### src/hw/rtl/jsvt_pkg.sv
// shared types, event and error codes for the json tokenizer
`timescale 1ns / 1ps

package jsvt_pkg;

    localparam int MAX_RES = 5;

    localparam logic [4:0] EV_OBJ_OPEN   = 5'd0;
    localparam logic [4:0] EV_OBJ_CLOSE  = 5'd1;
    localparam logic [4:0] EV_ARR_OPEN   = 5'd2;
    localparam logic [4:0] EV_ARR_CLOSE  = 5'd3;
    localparam logic [4:0] EV_KEY_BEGIN  = 5'd4;
    localparam logic [4:0] EV_KEY_BYTE   = 5'd5;
    localparam logic [4:0] EV_KEY_END    = 5'd6;
    localparam logic [4:0] EV_STR_BEGIN  = 5'd7;
    localparam logic [4:0] EV_STR_BYTE   = 5'd8;
    localparam logic [4:0] EV_STR_END    = 5'd9;
    localparam logic [4:0] EV_NUM_BYTE   = 5'd10;
    localparam logic [4:0] EV_NUM_END    = 5'd11;
    localparam logic [4:0] EV_TRUE       = 5'd12;
    localparam logic [4:0] EV_FALSE      = 5'd13;
    localparam logic [4:0] EV_NULL       = 5'd14;
    localparam logic [4:0] EV_ACCEPT     = 5'd15;
    localparam logic [4:0] EV_ERROR      = 5'd16;

    localparam logic [3:0] ERR_NONE      = 4'd0;
    localparam logic [3:0] ERR_UNEXP     = 4'd1;
    localparam logic [3:0] ERR_DEPTH     = 4'd2;
    localparam logic [3:0] ERR_CTRL      = 4'd3;
    localparam logic [3:0] ERR_ESCAPE    = 4'd4;
    localparam logic [3:0] ERR_HEX       = 4'd5;
    localparam logic [3:0] ERR_SURR      = 4'd6;
    localparam logic [3:0] ERR_TRUNC     = 4'd7;
    localparam logic [3:0] ERR_TRAIL     = 4'd8;

    typedef struct packed {
        logic [7:0] doc_byte;
        logic       doc_end;
    } in_item_t;

    typedef struct packed {
        logic [4:0] event_res;
        logic [7:0] data_out;
        logic [5:0] nest_level;
        logic [3:0] error_code;
        logic       run_last;
    } out_item_t;

    typedef struct packed {
        logic [2:0]                n;
        out_item_t [MAX_RES-1:0]   ev;
    } bundle_t;

    // expected letters after t, f, n: "rue" "alse" "ull"
    function automatic logic [7:0] lit_char(input logic [3:0] idx);
        logic [7:0] c;
        case (idx)
            4'd0:    c = 8'h72;
            4'd1:    c = 8'h75;
            4'd2:    c = 8'h65;
            4'd3:    c = 8'h61;
            4'd4:    c = 8'h6c;
            4'd5:    c = 8'h73;
            4'd6:    c = 8'h65;
            4'd7:    c = 8'h75;
            4'd8:    c = 8'h6c;
            4'd9:    c = 8'h6c;
            default: c = 8'h00;
        endcase
        return c;
    endfunction

endpackage

### src/hw/rtl/jsvt_back.sv
// back end: bundle queue and one-event-per-cycle result drain while pop is high
`timescale 1ns / 1ps

module jsvt_back
    import jsvt_pkg::*;
(
    input  logic      clk,
    input  logic      rst_n,
    input  logic      wr_en,
    input  bundle_t   wr_data,
    output logic      full,
    output logic      empty,
    input  logic      pop,
    output out_item_t out_item
);

    localparam int DEPTH = 4;
    localparam int PW    = $clog2(DEPTH);

    bundle_t        mem_reg [DEPTH];
    logic [PW-1:0]  wptr_reg, wptr_next;
    logic [PW-1:0]  rptr_reg, rptr_next;
    logic [PW:0]    cnt_reg, cnt_next;
    logic [2:0]     sub_reg, sub_next;
    bundle_t        head;
    logic           take;
    logic           drop;

    assign head     = mem_reg[rptr_reg];
    assign empty    = (cnt_reg == '0);
    assign full     = (cnt_reg == (PW+1)'(DEPTH));
    assign out_item = head.ev[sub_reg];
    assign take     = pop && !empty;
    assign drop     = take && (sub_reg == head.n - 3'd1);

    always_comb
    begin
        wptr_next = wr_en ? wptr_reg + PW'(1) : wptr_reg;
        rptr_next = drop ? rptr_reg + PW'(1) : rptr_reg;
        sub_next  = drop ? 3'd0 : (take ? sub_reg + 3'd1 : sub_reg);
        cnt_next  = cnt_reg + (PW+1)'(wr_en) - (PW+1)'(drop);
    end

    always_ff @(posedge clk or negedge rst_n)
    begin
        if (!rst_n)
        begin
            wptr_reg <= '0;
            rptr_reg <= '0;
            cnt_reg  <= '0;
            sub_reg  <= 3'd0;
        end
        else
        begin
            wptr_reg <= wptr_next;
            rptr_reg <= rptr_next;
            cnt_reg  <= cnt_next;
            sub_reg  <= sub_next;
        end
    end

    always_ff @(posedge clk)
    begin
        if (wr_en)
        begin
            mem_reg[wptr_reg] <= wr_data;
        end
    end

endmodule

### config.mk
export PLATFORM = sky130hd
export DESIGN_NAME = jsvt_back
export DESIGN_NICKNAME = d
export VERILOG_FILES = /design/src/hw/rtl/jsvt_pkg.sv /design/src/hw/rtl/jsvt_back.sv
export SDC_FILE = /design/constraint.sdc
export NUM_CORES = 1
export LEC_CHECK = 0
export BUFFER_PORTS_ARGS = -buffer_cell sky130_fd_sc_hd__buf_4
export CAP_MARGIN = 10
export CORE_MARGIN = 4
export CORE_UTILIZATION = 60
export DETAILED_ROUTE_END_ITERATION = 6
export GPL_ROUTABILITY_DRIVEN = 0
export GPL_TIMING_DRIVEN = 0
export PLACE_DENSITY_LB_ADDON = 0.15
export SLEW_MARGIN = 25
export SYNTH_ARGS = -nofsm -noshare
export SYNTH_HDL_FRONTEND = slang
export SYNTH_SLANG_ARGS = --single-unit
### constraint.sdc
create_clock -name clk -period 4.86 [get_ports clk]
set_input_delay 0.972 -clock clk [delete_from_list [all_inputs] [get_ports clk]]
set_output_delay 0.972 -clock clk [all_outputs]
set_load 0.005 [all_outputs]
==> metrics.md <==
| Metric | Value |
|---|---|
| Status | `finished, final reports clean` |
| Die Ht | `188 microns` |
| Worst VDD drop | `between 500 and 600 uV` |
| Synth top area share | `between 70% and 80%` |
| Worst Max-Slew Pin Slew | `between 0.9 and 1 ns` |
| Delay of the slowest critical-path stage | `0.67 ns` |
| Crit path max fanout | `10` |
| Boundary Pins | `around 150` |
| Pin count of the biggest net entering global routing | `43` |
| All-Layer GR Usage | `a little under a quarter` |
| Starting density of the core | `61.1%` |
| Setup slack after layout | `~0.9 ns` |
| Final TNS setup | `0 ns` |
| Delay-heaviest family, CP | `buffers and inverters` |
| Post-synth top area cell | `edfxtp_1` |
| Avg Synthesized Cell Area | `roughly 22 sq um` |
| Slowest cell on the critical path | `clkbuf_1` |
| H-tree levels | `2` |
| Synthesized instance count | `867` |
| Top cells by area, synth | `edfxtp_1 76%, mux4_2 14%, mux2i_1 2.5%` |
| Post-CTS Setup Inserts | `0` |
| YS warnings | `0` |
| Setup-failing EPs final | `0` |
| Worst path buffer plus inverter count | `3` |
| 1st-iter DRT viols | `750` |
| PwrDens | `between 600 and 700 mW/mm^2` |
| Max Fclk | `~250 MHz` |
| WL/cell | `around 25 microns` |
| Crit share post-route | `a little over 80%` |
| Worst-path clk slew | `0.06 ns` |
| Share of cells above drive strength 1 | `34.5%` |
| Post-Syn Nets | `1002` |
| Synth cell count leaders | `492 x edfxtp_1, 123 x mux4_2, 48 x mux2i_1` |
| Max Buffers Root-to-Sink | `3` |
| Routed Wire Length | `39.3 mm` |
| Post-Place Setup Slack | `roughly 1.1 ns` |
| Vias in the first global route | `around 9900` |
| First-pass GRT wire length | `60.3 mm` |
| Top-count cell post-synth | `edfxtp_1` |
| Critical Path RT | `between 3 and 4 ns` |
| Sequential fraction of the synthesis area | `~77%` |
| Synthesized area | `about 0.019 sq mm` |
| Vias | `between 9000 and 10000` |
| Clk_skew | `0.00969 ns` |
| Die width | `between 150 and 200 microns` |
| CTS resizes | `0` |
| Startpoint Class | `flop` |
| Worst skew pair latency | `about 0.55 ns` |
| Full die area | `0.0353 sq mm` |
| Cts hold-fix bufs | `0` |
| I/O Buffers | `~150` |
| Leak | `7.76 nW` |
| Critical path class | `flop to output pin` |
| Grt ovf | `0` |
| Unrepaired setup endpoints after global routing | `no` |
| Synth Flop Type | `edfxtp_1` |
| Core area | `0.0318 sq mm` |
| Total CTS buffers | `50` |
| Yosys cell types | `29` |
| Critical Path, Cell by Cell | `buf_2, clkbuf_1, mux4_2, mux2i_1, o21ai_0, and2_1, buf_4` |
| ANT nets after route | `0` |
| Worst slew margin | `between 30 and 40%` |
| TritonCTS clock tree | `done` |
| EDFF count, synth | `roughly 490` |
| Final core utilization | `between 70% and 80%` |
| Fin. Hold Viols | `0` |
| Vias per std cell | `5.95` |
| # fillers | `1865` |
| DPL Wire Length | `approximately 26 mm` |
| Area growth from synthesis to layout | `18.5%` |
| Flops & latches, synth | `~500` |
| Clock Sinks | `502` |
| DRC violations left | `0` |
| FP Rows | `65` |
| CTS root buf | `clkbuf_16` |
| Min Clock Period, post-route | `~4.0 ns` |
| Total of max-cap violations | `0` |
| Worst EP arrival | `between 2 and 3 ns` |
| Antenna violations before repair | `4` |
| Final nets | `between 1000 and 1500` |
| Worst Setup End Kind | `output pin` |
| DRT Pass-1 Iters | `4` |
| Worst min path class | `primary input to asynchronous set/reset pin` |
| Async SR Flop Fraction | `1.99%` |
| Max-slew violations | `0` |
| Max FFs per register | `about 490` |
metal layers:
metal,global-route usage (%),share of wire (%),vias up
met3,4.47,7.1,56
li1,-,-,4056
met5,0,0.069,-
met4,5.34,1.9,4
met1,32.8,40,4815
met2,36.7,50,322
cell type report:
class | instances | area (sq um) | area share, %
buffer | 48 | 265 | 1.15
sequential | 502 | 15000 | 65.2
multi-input combinational | 311 | 4140 | 18.0
tap | 435 | 544 | 2.36
antenna | 2 | 5.00 | 0.0217
timing repair buffer | 164 | 1400 | 6.10
inverter | 6 | 22.5 | 0.0978
clock buffer | 61 | 1360 | 5.89
clock inverter | 26 | 268 | 1.16
path summary, 6_finish.rpt:
path	start	endpoint	slack, ns	depth (start not counted)
max	rptr_reg[1]	out_item[8]	0.91	7
min	rst_n	wptr_reg[1]	0.24	1
max reg2reg	rptr_reg[1]	cnt_reg[2]	1.16	14
min reg2reg	wptr_reg[0]	wptr_reg[0]	0.53	1
max in group asynchronous	rst_n	rptr_reg[0]	4.46	1
min in group clk	wptr_reg[0]	wptr_reg[0]	0.53	1
cell families (layout without fill, tap and decap cells):
group | after synthesis | count (layout) | share of synthesized area [%]
DFF | 502 | 502 | 77.3
muxes | 171 | 171 | 16.7
AOI/OAI and AO/OA | 77 | 77 | 2.00
buffers and inverters | 54 | 305 | 1.48
and+or+nand+nor | 45 | 45 | 1.43
xor gates and xnor gates | 10 | 10 | 0.528
adders and majority gates | 8 | 8 | 0.554
other | 0 | 2 | 0
power breakdown:
part           switching, mW  total, mW  leakage [nW]  internal [mW]
combinational           2.54       4.73          2.33           2.20
clock                   1.51       3.79         0.795           2.28
sequential             0.193       5.85          4.64           5.66
total                   4.23       14.4          7.76           10.1
cells in the final DEF, fill, tap and decap left out, drive strengths merged:
master	instances
nor4	2
ha	7
nor3b	1
nor2	1
clkbuf	81
clkinv	20
inv	6
dfrtp	10
nand2b	2
buf	192
bufinv	6
o21ai	52
nor3	3
mux2i	48
fa	1
nor2b	2
mux4	123
xor2	4
edfxtp	492
o31a	1
and2	28
nand2	5
nand3	1
a21oi	24
xnor2	6
diode	2
metrics by stage:
stage	instances	hold WS (ns)	power (mW)	instance area, sq um
finish	1555	0.244	14.4	23000
global route	1555	0.229	15.1	23000
CTS	1553	0.221	14.5	23000
detailed placement	1466	0.521	10.7	21400
global placement	1454	0.509	10.7	21100
floorplan	867	0.481	8.99	19400
worst reg2reg max path: stages (launching register included):
cell	delay (ns)
dfrtp_1	0.31
buf_2	0.20
buf_2	0.31
buf_2	0.36
mux4_2	0.37
inv_1	0.08
ha_1	0.24
xnor2_1	0.19
nor4_4	0.44
xor2_1	0.19
ha_1	0.16
inv_1	0.05
fa_1	0.40
xnor2_1	0.15
xnor2_1	0.13
No activity file was read; power rests on OpenSTA's default activity.
